==> config.mk <==
export PLATFORM = sky130hd
export DESIGN_NAME = integer_to_ascii_formatter_unit
export DESIGN_NICKNAME = d
export VERILOG_FILES = /design/src/rtl/itoa_fmt_pkg.sv /design/src/rtl/integer_to_ascii_formatter_unit.sv
export VERILOG_INCLUDE_DIRS = /design/src /design/src/rtl
export SDC_FILE = /design/constraint.sdc
export NUM_CORES = 1
export LEC_CHECK = 0
export ABC_AREA = 1
export BUFFER_PORTS_ARGS = -buffer_cell sky130_fd_sc_hd__buf_2
export CORE_UTILIZATION = 65
export DETAILED_ROUTE_END_ITERATION = 10
export PLACE_DENSITY = 0.88
export SLEW_MARGIN = 0
export SYNTH_ARGS = -nofsm -noshare
export SYNTH_HDL_FRONTEND = slang
export SYNTH_SLANG_ARGS = --single-unit
==> constraint.sdc <==
create_clock -name clk -period 11.65 [get_ports clk]
set_input_delay 1.7475 -clock clk [delete_from_list [all_inputs] [get_ports clk]]
set_output_delay 1.7475 -clock clk [all_outputs]
set_load 0.1 [all_outputs]
==> src/rtl/integer_to_ascii_formatter_unit_macros.svh <==
// ----------------------------------------------------------------------------
// Assertion macros for the integer to ASCII formatter
// Shared property shapes used by the formatter's concurrent checks.
// ----------------------------------------------------------------------------
`ifndef INTEGER_TO_ASCII_FORMATTER_UNIT_MACROS_SVH
`define INTEGER_TO_ASCII_FORMATTER_UNIT_MACROS_SVH

// Same-cycle implication, checked outside reset.
`define ITOA_ASSERT_SAME(label, clk, rst, ante, cons) \
  label: assert property (@(posedge clk) disable iff (rst) (ante) |-> (cons)) \
    else $error("formatter check failed");

// Next-cycle implication, checked outside reset.
`define ITOA_ASSERT_NEXT(label, clk, rst, ante, cons) \
  label: assert property (@(posedge clk) disable iff (rst) (ante) |=> (cons)) \
    else $error("formatter check failed");

`endif

==> src/rtl/itoa_fmt_pkg.sv <==
// ----------------------------------------------------------------------------
// Integer to ASCII formatter package
// Format codes, field widths, character constants and digit helpers.
// ----------------------------------------------------------------------------
package itoa_fmt_pkg;

  // Format selector codes.
  localparam logic [1:0] FMT_SDEC = 2'd0;
  localparam logic [1:0] FMT_UDEC = 2'd1;
  localparam logic [1:0] FMT_HEXL = 2'd2;
  localparam logic [1:0] FMT_HEXU = 2'd3;

  // Field and datapath widths.
  localparam int FUNC_W     = 2;
  localparam int VALUE_W    = 64;
  localparam int CHAR_W     = 8;
  localparam int DEC_W      = 32;
  localparam int BCD_DIGITS = 10;
  localparam int BCD_W      = 4 * BCD_DIGITS;
  localparam int HEX_DIGITS = VALUE_W / 4;
  localparam int REM_W      = $clog2(HEX_DIGITS + 1);
  localparam int CNT_W      = $clog2(DEC_W);

  // Character constants.
  localparam logic [CHAR_W-1:0] ASCII_ZERO  = 8'd48;
  localparam logic [CHAR_W-1:0] ASCII_MINUS = 8'd45;
  localparam logic [CHAR_W-1:0] ASCII_LOWER = 8'd87;  // 'a' minus ten
  localparam logic [CHAR_W-1:0] CASE_OFFSET = 8'd32;

  typedef logic [BCD_W-1:0] bcd_t;

  // One double-dabble step: add three to every digit of five or more.
  function automatic bcd_t bcd_adjust(input bcd_t bcd);
    bcd_t res;
    res = bcd;
    for (int i = 0; i < BCD_DIGITS; i++) begin
      if (bcd[4*i +: 4] >= 4'd5) begin
        res[4*i +: 4] = bcd[4*i +: 4] + 4'd3;
      end
    end
    return res;
  endfunction

  // True when every digit is a legal decimal digit.
  function automatic logic bcd_legal(input bcd_t bcd);
    logic ok;
    ok = 1'b1;
    for (int i = 0; i < BCD_DIGITS; i++) begin
      if (bcd[4*i +: 4] > 4'd9) begin
        ok = 1'b0;
      end
    end
    return ok;
  endfunction

  // ASCII glyph of one digit, letters in the chosen case.
  function automatic logic [CHAR_W-1:0] digit_char(input logic [3:0] d, input logic upper);
    logic [CHAR_W-1:0] c;
    if (d <= 4'd9) begin
      c = ASCII_ZERO + {4'd0, d};
    end else begin
      c = ASCII_LOWER + {4'd0, d};
      if (upper) begin
        c = c - CASE_OFFSET;
      end
    end
    return c;
  endfunction

endpackage

==> src/rtl/integer_to_ascii_formatter_unit.sv <==
// Sequence: hex loads the value, skips each leading zero nibble, then emits the characters;
// decimal first runs a bit-serial binary to BCD conversion over the 32-bit word, then emits
// a minus sign if the value is negative, then the digits.
// Throughput: one number at a time; no new input is taken until its last character enters
// the output register, and a stalled output side holds the emission; the serial converter and the
// one-character output register set the pace. Reset (rst, synchronous) empties the output.
// ----------------------------------------------------------------------------
// Integer to ASCII formatter
// Converts one integer into signed/unsigned decimal or hex text, emitted one
// character word at a time, most significant first, with tlast on the end.
// ----------------------------------------------------------------------------
`include "integer_to_ascii_formatter_unit_macros.svh"

module integer_to_ascii_formatter_unit (
  input  logic        clk,
  input  logic        rst,
  input  logic        s_axis_tvalid,
  output logic        s_axis_tready,
  input  logic [63:0] s_axis_tdata,   // [63:0] value
  input  logic [1:0]  s_axis_tuser,   // [1:0] func
  output logic        m_axis_tvalid,
  input  logic        m_axis_tready,
  output logic [7:0]  m_axis_tdata,   // [7:0] char_code
  output logic        m_axis_tlast
);

  // State codes.
  localparam logic [1:0] ST_IDLE = 2'd0;
  localparam logic [1:0] ST_CONV = 2'd1;
  localparam logic [1:0] ST_SIGN = 2'd2;
  localparam logic [1:0] ST_EMIT = 2'd3;

  logic [1:0]                              state;
  logic [itoa_fmt_pkg::DEC_W-1:0]          bin;
  itoa_fmt_pkg::bcd_t                      bcd;
  itoa_fmt_pkg::bcd_t                      bcd_next;
  logic [itoa_fmt_pkg::CNT_W-1:0]          bit_cnt;
  logic [itoa_fmt_pkg::VALUE_W-1:0]        digs;
  logic [itoa_fmt_pkg::REM_W-1:0]          remaining;
  logic                                    started;
  logic                                    minus;
  logic                                    upper;
  logic                                    out_valid;
  logic [itoa_fmt_pkg::CHAR_W-1:0]         out_char;
  logic                                    out_last;
  logic                                    adv;
  logic                                    accept;
  logic                                    skip;
  logic                                    out_load;
  logic [3:0]                              top_digit;
  logic [itoa_fmt_pkg::DEC_W-1:0]          word;
  logic                                    word_neg;

  // Handshake and output register advance.
  assign s_axis_tready = (state == ST_IDLE);
  assign accept        = s_axis_tvalid && s_axis_tready;
  assign adv           = !out_valid || m_axis_tready;
  assign m_axis_tvalid = out_valid;
  assign m_axis_tdata  = out_char;
  assign m_axis_tlast  = out_last;

  // Signed decimal input: sign and low word of the value.
  assign word     = s_axis_tdata[itoa_fmt_pkg::DEC_W-1:0];
  assign word_neg = (s_axis_tuser == itoa_fmt_pkg::FMT_SDEC) && word[itoa_fmt_pkg::DEC_W-1];

  // Double-dabble: correct the digits, then shift in the next binary bit.
  always_comb begin
    itoa_fmt_pkg::bcd_t adj;
    adj      = itoa_fmt_pkg::bcd_adjust(bcd);
    bcd_next = {adj[itoa_fmt_pkg::BCD_W-2:0], bin[itoa_fmt_pkg::DEC_W-1]};
  end

  // Leading zero digits are dropped until the first nonzero one or the last one.
  assign top_digit = digs[itoa_fmt_pkg::VALUE_W-1 -: 4];
  assign skip      = !started && (top_digit == 4'd0) && (remaining > 1);

  // A new character word enters the output register this cycle.
  assign out_load = (state == ST_SIGN && adv) || (state == ST_EMIT && !skip && adv);

  // Sequencer and datapath.
  always_ff @(posedge clk) begin
    if (rst) begin
      state     <= ST_IDLE;
      out_valid <= 1'b0;
    end else begin
      if (out_load) begin
        out_valid <= 1'b1;
      end else if (m_axis_tready) begin
        out_valid <= 1'b0;
      end
      case (state)
        ST_IDLE: begin
          if (accept) begin
            started <= 1'b0;
            upper   <= (s_axis_tuser == itoa_fmt_pkg::FMT_HEXU);
            minus   <= word_neg;
            if (s_axis_tuser == itoa_fmt_pkg::FMT_HEXL ||
                s_axis_tuser == itoa_fmt_pkg::FMT_HEXU) begin
              digs      <= s_axis_tdata;
              remaining <= itoa_fmt_pkg::REM_W'(itoa_fmt_pkg::HEX_DIGITS);
              state     <= ST_EMIT;
            end else begin
              bin     <= word_neg ? (~word + 1'b1) : word;
              bcd     <= '0;
              bit_cnt <= itoa_fmt_pkg::CNT_W'(itoa_fmt_pkg::DEC_W - 1);
              state   <= ST_CONV;
            end
          end
        end
        ST_CONV: begin
          bcd     <= bcd_next;
          bin     <= {bin[itoa_fmt_pkg::DEC_W-2:0], 1'b0};
          bit_cnt <= bit_cnt - 1'b1;
          if (bit_cnt == '0) begin
            digs      <= {bcd_next, {(itoa_fmt_pkg::VALUE_W - itoa_fmt_pkg::BCD_W){1'b0}}};
            remaining <= itoa_fmt_pkg::REM_W'(itoa_fmt_pkg::BCD_DIGITS);
            state     <= minus ? ST_SIGN : ST_EMIT;
          end
        end
        ST_SIGN: begin
          if (adv) begin
            out_char  <= itoa_fmt_pkg::ASCII_MINUS;
            out_last  <= 1'b0;
            state     <= ST_EMIT;
          end
        end
        ST_EMIT: begin
          if (skip) begin
            digs      <= {digs[itoa_fmt_pkg::VALUE_W-5:0], 4'd0};
            remaining <= remaining - 1'b1;
          end else if (adv) begin
            out_char  <= itoa_fmt_pkg::digit_char(top_digit, upper);
            out_last  <= (remaining == 1);
            started   <= 1'b1;
            digs      <= {digs[itoa_fmt_pkg::VALUE_W-5:0], 4'd0};
            remaining <= remaining - 1'b1;
            if (remaining == 1) begin
              state <= ST_IDLE;
            end
          end
        end
        default: begin
          state <= ST_IDLE;
        end
      endcase
    end
  end

  // Checks on the conversion and emission sequence.
  `ITOA_ASSERT_SAME(a_emit_nonempty, clk, rst, state == ST_EMIT, remaining != '0)
  `ITOA_ASSERT_SAME(a_bcd_legal, clk, rst, state == ST_CONV, itoa_fmt_pkg::bcd_legal(bcd))
  `ITOA_ASSERT_NEXT(a_hex_load, clk, rst,
    accept && s_axis_tuser[1], state == ST_EMIT && remaining == itoa_fmt_pkg::HEX_DIGITS)
  `ITOA_ASSERT_NEXT(a_last_ends, clk, rst,
    state == ST_EMIT && !skip && adv && remaining == 1,
    state == ST_IDLE && out_valid && out_last)
  `ITOA_ASSERT_NEXT(a_sign_first, clk, rst,
    state == ST_SIGN && adv, out_char == itoa_fmt_pkg::ASCII_MINUS && !out_last)

endmodule
======== After elaboration in Yosys (flattened, before gate mapping) ========
Index checks and enable logic that the tools add are counted.
word-level totals
  output and inout port bits .............. 11
  register bits after elaboration ......... 161
operators by class
  add/subtract/negate cells ............... 16
  muxes and demuxes ....................... 57
  order comparisons ....................... 12
  bitwise logic cells ..................... 2
  reductions and logical operators ........ 28
  equality and inequality tests ........... 15
operators by type and width
  operator               count
  $mux 64                5
  $pmux 64 s3            1
  $mux 32                3
  $mux 40                2
  $pmux 40 s2            1
  $pmux 32 s2            1
  $ge 4x3->1 const B     10
  $mux 8                 5
  $add 4x2->4 const B    9
  $mux 4                 9
  $mux 5                 7
  $add 32x1->32 const B  1
  $not 32->32            1
  $pmux 8 s2             1
  $pmux 5 s3             1
  $mux 2                 7
  $reduce_and 6->1       2
  $ne 2x2->1 const B     5
  $pmux 5 s2             1
  $reduce_and 5->1       2
  $sub 5x1->5 const B    2
  $mux 1                 9
  $add 7x4->8 const A    1
  $eq 2x2->1 const B     4
  other kinds (23)       40

======== Logic depth before layout (Yosys ltp) ========
Gate-level depths: netlist of the first run.
  word-level depth ........................ 8
  depth in mapped cells ................... 11

======== Least setup slack after synthesis of the first run ========
No wires, ideal clock.
  path kind ............................... input -> register
  start point ............................. input s_axis_tvalid
  end point ............................... register bcd[0] (enable)
  path slack .............................. 5.957 ns
  required time ........................... 11.137 ns
  data arrival time ....................... 5.180 ns
  stages .................................. 4
  path through ............................ inv_1 nand2_1 nand2_1 nor2_1
on the way
  cells in the longest elaborated chain, start to end .. 3
RTL lines
  what                        RTL line                                text
  start, declared             integer_to_ascii_formatter_unit.sv:17   input logic s_axis_tvalid,
  $logic_and 1x1->1           integer_to_ascii_formatter_unit.sv:56   assign accept = s_axis_tvalid && s_axis_tready;
  $ne 2x1->1 (no line)        n/a
  $reduce_and 4->1 (no line)  n/a
  end signal, assigned        integer_to_ascii_formatter_unit.sv:111  bcd <= bcd_next;
  end, declared               integer_to_ascii_formatter_unit.sv:35   itoa_fmt_pkg::bcd_t bcd;
Every way passes these cells.
A chain may end at the register's enable or synchronous reset.

======== Worst setup path in the final report of the first run ========
  start point ............................. register state[0]
  end point ............................... output s_axis_tready
on the way
  cells in the longest elaborated chain, start to end .. 1
RTL lines
  what                    RTL line                                text
  start, declared         integer_to_ascii_formatter_unit.sv:33   logic [1:0] state;
  start signal, assigned  integer_to_ascii_formatter_unit.sv:117  state <= minus ? ST_SIGN : ST_EMIT;
  $logic_not 2->1         integer_to_ascii_formatter_unit.sv:55   assign s_axis_tready = (state == ST_IDLE);
  end, declared           integer_to_ascii_formatter_unit.sv:18   output logic s_axis_tready,
Every way passes these cells.

==> reports/metrics.cfg, run 1 <==
[critical_path]
crit_fanout = 6
crit_type = flip-flop to primary output
setup.worst_path.end_class = primary output
startpoint_type = flip-flop
crit_arrival_ps = 1770
crit_required_ps = 9900

[sta]
setup_viol = 0
skew_ps = 6.496
tns_ps = 0
slew_violations = 0
hold_viol = 0
worst_pin_slew_ps = 1031
fin_crit_ps = 3513
timing.final.crit_share_pct = 30.16
max_freq_mhz = 284.6
slew_headroom_pct = 31.27
rsz0062_at_grt = false

[routing]
ant_nets = 0
routed-via-count = 7163
routed_wl_um = 19430
drt-initial-drc-count = 831
drc = 0
viasPerCell = 5.772
routedWlPerCell_um = 15.66
drt_pass1_iterations = 5

[logic_synthesis]
synth_fa_ha_area_share_pct = 4.692
yosys_warnings = 0
yosys.area_share.xor_xnor_pct = 0.7962
syn-num-nets = 1083
syn_inst = 980
synth_area_sq_um = 8800
yosys.area.top_type_share_pct = 53.58
yosysSeqAreaShare_pct = 54.26
yosys.area_share.simple_pct = 22.08
yosys-top-cells-area = edfxtp_1 54%, nand2_1 10%, inv_1 5.8%, ha_1 4.7%, nor2_1 4.3%
synth_edf_count = 157
synthMuxAreaShare_pct = 0
ys_types = 38
synth.avg_cell_area_sq_um = 8.979
ys_ff_latch = 160
synth_top_family_by_area = simple AND/OR/NAND/NOR gates
async_reset_ff_share_pct = 0
synth_compound_gate_area_share_pct = 10.44
yosysTopAreaCell = edfxtp_1
synthFlopType = edfxtp_1

[floorplan]
dieArea_sq_um = 14010
io_pins = 81
num_rows = 42
start_util_pct = 66.45
fp.dieH_um = 118.4
core_area_sq_um = 13240
die_x_um = 118.4

[cells_and_area]
area_growth_pct = 12.50
fin_nets = 1156
final_core_util_pct = 74.75
n_fill_cell = 944
multi_input_area_sq_um = 3364
final_common_cell = nand2_1
final_cell_mix = 242 x nand2_1, 157 x edfxtp_1, 137 x inv_1
fin_area_sq_um = 9899
seq_area_sq_um = 4775
antennaDiodeCount = 0
final_layout_size_suffix_gt1_share_pct = 12.68

[placement]
dp_hpwl_um = 12830
place.gp.congestion = 0.9182
portBuffers = 79
dpl-instance-area_sq_um = 9323

[clock_network]
cts.sinks = 160
clk_latency_ps = 440
cts_root_buffer = clkbuf_16
postCtsSetupRepairBufs = 0
htree_levels = 4
numCtsBuffers = 17
cts_resized = 0
cts_tree = done
hold_buffers = 0
clk_pin_slew_ps = 60
clock_path_buffers = 2

[grt]
grt_usage_pct = 29.38
grt_pass1_vias = 6841
antenna_found_initial = 0
grt_overflow = 0
grt_pass1_wl_um = 31950
grt_max_degree = 78

[pwr]
powerDensity_nw_per_um2 = 226.1
ir_drop_v = 0.0001269
p_leak_nw = 4.337
total_power_mw = 2.238

[flow_run]
cap_violations = 0

[worst_hold_path]
hold_path.class = flip-flop to flip-flop

[run_status]
status = completed

-- metal layers --
| metal | track usage [%] | part of all wire, % |
|---|---|---|
| met1 | 37.41 | 41 |
| met2 | 49.38 | 48 |
| met3 | 5.405 | 8.3 |
| met4 | 12.50 | 2.4 |
| met5 | 0 | 0 |
-- final timing paths --
check / start / slack (ps) / to / cells past startpoint
setup / recovery: state[0]$_SDFFE_PP0P_ / 8140 / s_axis_tready / 3
hold / removal: bin[30]$_DFFE_PP_ / 530 / bin[31]$_DFFE_PP_ / 2
setup reg to reg: state[0]$_SDFFE_PP0P_ / 8670 / bcd[12]$_SDFFCE_PN0P_ / 5
hold reg to reg: bin[30]$_DFFE_PP_ / 530 / bin[31]$_DFFE_PP_ / 2
-- where the power goes --
part | switching, mW | internal, mW
Sequential | 0.0736 | 0.897
Combinational | 0.510 | 0.198
Clock | 0.225 | 0.334
-- area by class of cell --
cell class                      count  area share, %
Timing Repair Buffer               84          4.373
Inverter                          140          5.359
Clock inverter                     11          1.416
Tap cell                          176          2.224
Clock buffer                       20          4.411
Sequential cell                   160          48.23
Multi-Input combinational cell    650          33.99
-- flip-flops by register name, indices dropped and copies added (netlist names) --
signal / count
upper: 1
started: 1
remaining: 5
state: 2
bin: 32
minus: 1
m_axis_tlast: 1
digs: 64
bit_cnt: 5
m_axis_tdata: 7
bcd: 40
m_axis_tvalid: 1
-- critical path, cell delays in order, from the launching register on --
cell and delay [ps]:
dfxtp_1 400, inv_1 180, ha_1 280, buf_2 460
-- synthesized netlist by cell type, drive strengths merged (2+ instances only) --
cell type and number:
a21oi 38, a221o 5, a22oi 12, a31oi 9, buf 20, clkbuf 10, dfxtp 3, edfxtp 157
ha 33, inv 140, nand2 246, nand3 73, nand3b 3, nand4 13, nor2 107, nor3 7
o211ai 15, o21ai 74, o31ai 2, or2 3, xor2 7
-- through the flow --
stage          setup WS [ps]  std cells  hold WS, ps
6_report                8137       1241        525.6
3_5_place_dp            8103       1210        510.3
4_1_cts                 8126       1241        522.0
5_1_grt                 8063       1241        552.3
2_1_floorplan           5957        980        494.3
3_3_place_gp            8135       1210        497.4
-- kinds of logic (layout without fill, tap and decap cells) --
group / count (synthesis) / in the layout
buffers and inverters: 170 / 255
AOI/OAI and AO/OA: 156 / 156
DFF: 160 / 160
other: 1 / 1
and+or+nand+nor: 452 / 452
xor gates and xnor gates: 8 / 8
adders and majority gates: 33 / 33
Power figures use the tool's default switching activity.
==> run 2: changes to the inputs <==
--- a/config.mk
+++ b/config.mk
@@ -8,9 +8,9 @@
 export LEC_CHECK = 0
 export ABC_AREA = 1
 export BUFFER_PORTS_ARGS = -buffer_cell sky130_fd_sc_hd__buf_2
-export CORE_UTILIZATION = 65
+export CORE_UTILIZATION = 54
 export DETAILED_ROUTE_END_ITERATION = 10
-export PLACE_DENSITY = 0.88
+export PLACE_DENSITY = 0.78
 export SLEW_MARGIN = 0
 export SYNTH_ARGS = -nofsm -noshare
 export SYNTH_HDL_FRONTEND = slang
==> constraint.sdc (replaced) <==
create_clock -name clk -period 2.9 [get_ports clk]
set_input_delay 0.435 -clock clk [delete_from_list [all_inputs] [get_ports clk]]
set_output_delay 0.435 -clock clk [all_outputs]
set_load 0.1 [all_outputs]
==> reports/metrics.cfg, run 2 (synthesis gave the netlist of run 1 again) <==
[run_status]
status = completed

[cells_and_area]
n_fill_cell = 1344
instances_no_fill = 1286
top_register = digs
final_layout_size_suffix_gt1_share_pct = 13.74
final_common_cell = nand2_1
largest_reg_flops = 64
reg_top3 = digs (64), bcd (40), bin (32)
fin_nets = 1160
area_growth_pct = 13.82
fin_area_sq_um = 10020
antennaDiodeCount = 0
final_cell_mix = 242 x nand2_1, 157 x edfxtp_1, 137 x inv_1

[grt]
grt_pass1_wl_um = 31690
grt_usage_pct = 24.87
grt_overflow = 0
antenna_found_initial = 0
grt_pass1_vias = 6633
grt_max_degree = 70

[clock_network]
clk_pin_slew_ps = 60
clock_path_buffers = 2
htree_levels = 4
cts_resized = 0
postCtsSetupRepairBufs = 0
numCtsBuffers = 17
cts_root_buffer = clkbuf_16
clk_latency_ps = 430
cts.sinks = 160
hold_buffers = 0
cts_tree = done

[sta]
hold_viol = 0
max_freq_mhz = 422.1
timing.final.crit_share_pct = 81.69
tns_ps = 0
skew_ps = 8.452
setup_viol = 0
slew_violations = 0
fin_crit_ps = 2369
worst_pin_slew_ps = 723.7
rsz0062_at_grt = false
slew_headroom_pct = 51.70

[pwr]
total_power_mw = 9.007
p_leak_nw = 4.369
powerDensity_nw_per_um2 = 899.3
ir_drop_v = 0.0005010

[critical_path]
crit_type = flip-flop to flip-flop
crit_chain = ha_2, buf_4, nor2_2, inv_1, o21ai_0
crit_path_end = digs[19]$_DFFE_PP_
reg2reg_slack_ps = 530
crit_buf_inv = 2
crit_arrival_ps = 2520
crit_required_ps = 3050
crit_start = state[0]$_SDFFE_PP0P_
path_delay_family = buffers and inverters
startpoint_type = flip-flop
setup.worst_path.end_class = flip-flop
r2r_start = state[0]$_SDFFE_PP0P_
r2r-end = digs[19]$_DFFE_PP_
worst-path-stages = 5
cp_slowest_cell = inv_1
reg2regPathDepth = 5
crit_fanout = 26
max_stage_delay_ps = 550

[floorplan]
start_util_pct = 55.40
io_pins = 81
core_area_sq_um = 15890
dieArea_sq_um = 16810
die_x_um = 129.7
num_rows = 46
fp.dieH_um = 129.7

[routing]
routed_wl_um = 19460
viasPerCell = 5.457
wl_met1_um = 8277
ant_nets = 0
met3_length_um = 1378
drc = 0
topRoutingLayerUsed = met4
dr_wl_met2_um = 9371
drt_pass1_iterations = 5
routed-via-count = 7018
drt-initial-drc-count = 559
routedWlPerCell_um = 15.13

[placement]
dp_hpwl_um = 13490
dp.cells = 1254
place.gp.congestion = 0.9322
portBuffers = 79
dpl-instance-area_sq_um = 9430

[flow_run]
cap_violations = 0

[worst_hold_path]
hold_path.class = primary input to flip-flop

run 2: cell types whose count changed in the layout (fill, tap and decap cells not counted), moves of 2 or more:
cell / delta
clkbuf_1: -3
inv_6: +2
clkinv_1: -3
buf_12: +2
clkinv_4: +3
clkinv_2: +2
buf_4: +2
run 2: layer usage:
layer	track usage, %	vias to the layer above
li1	-	3453
met2	41.77	284
met3	4.996	35
met5	0	-
met1	31.20	3246
met4	10.94	0
run 2: worst min-delay path by stage:
| stage | from | end | slack [ps] | cells past startpoint |
|---|---|---|---|---|
| finish | rst | m_axis_tvalid$_SDFFE_PP0P_ | 190 | 2 |
| global route | rst | m_axis_tvalid$_SDFFE_PP0P_ | 200 | 2 |
| CTS | rst | m_axis_tvalid$_SDFFE_PP0P_ | 180 | 2 |
| detailed placement | bin[30]$_DFFE_PP_ | bin[31]$_DFFE_PP_ | 500 | 2 |
| global placement | digs[3]$_DFFE_PP_ | digs[7]$_DFFE_PP_ | 500 | 2 |
| floorplan | digs[7]$_DFFE_PP_ | digs[11]$_DFFE_PP_ | 490 | 2 |
run 2: area by class of cell:
type	count	area (sq um)	area share, %
sequential	160	4775	47.67
multi-input combinational	650	3367	33.62
inverter	140	530.5	5.297
timing repair buffer	88	488.0	4.872
clock buffer	17	425.4	4.247
tap	216	270.3	2.698
clock inverter	15	160.2	1.599
run 2: through the flow:
step	utilization (%)	hold WS [ps]	setup slack [ps]
2_1_floorplan	-	494.3	22.33
3_3_place_gp	59.37	498.8	669.1
3_5_place_dp	59.37	502.2	586.4
4_1_cts	63.05	181.2	556.5
5_1_grt	63.05	203.4	358.0
6_report	63.05	194.7	531.1
run 2: power by group:
group          switching (mW)  total [mW]  leakage (nW)  internal [mW]
Combinational            2.04        2.90          2.62          0.854
Clock                   0.953        2.23         0.272           1.27
Sequential              0.293        3.88          1.48           3.59
Total                    3.29        9.01          4.37           5.72
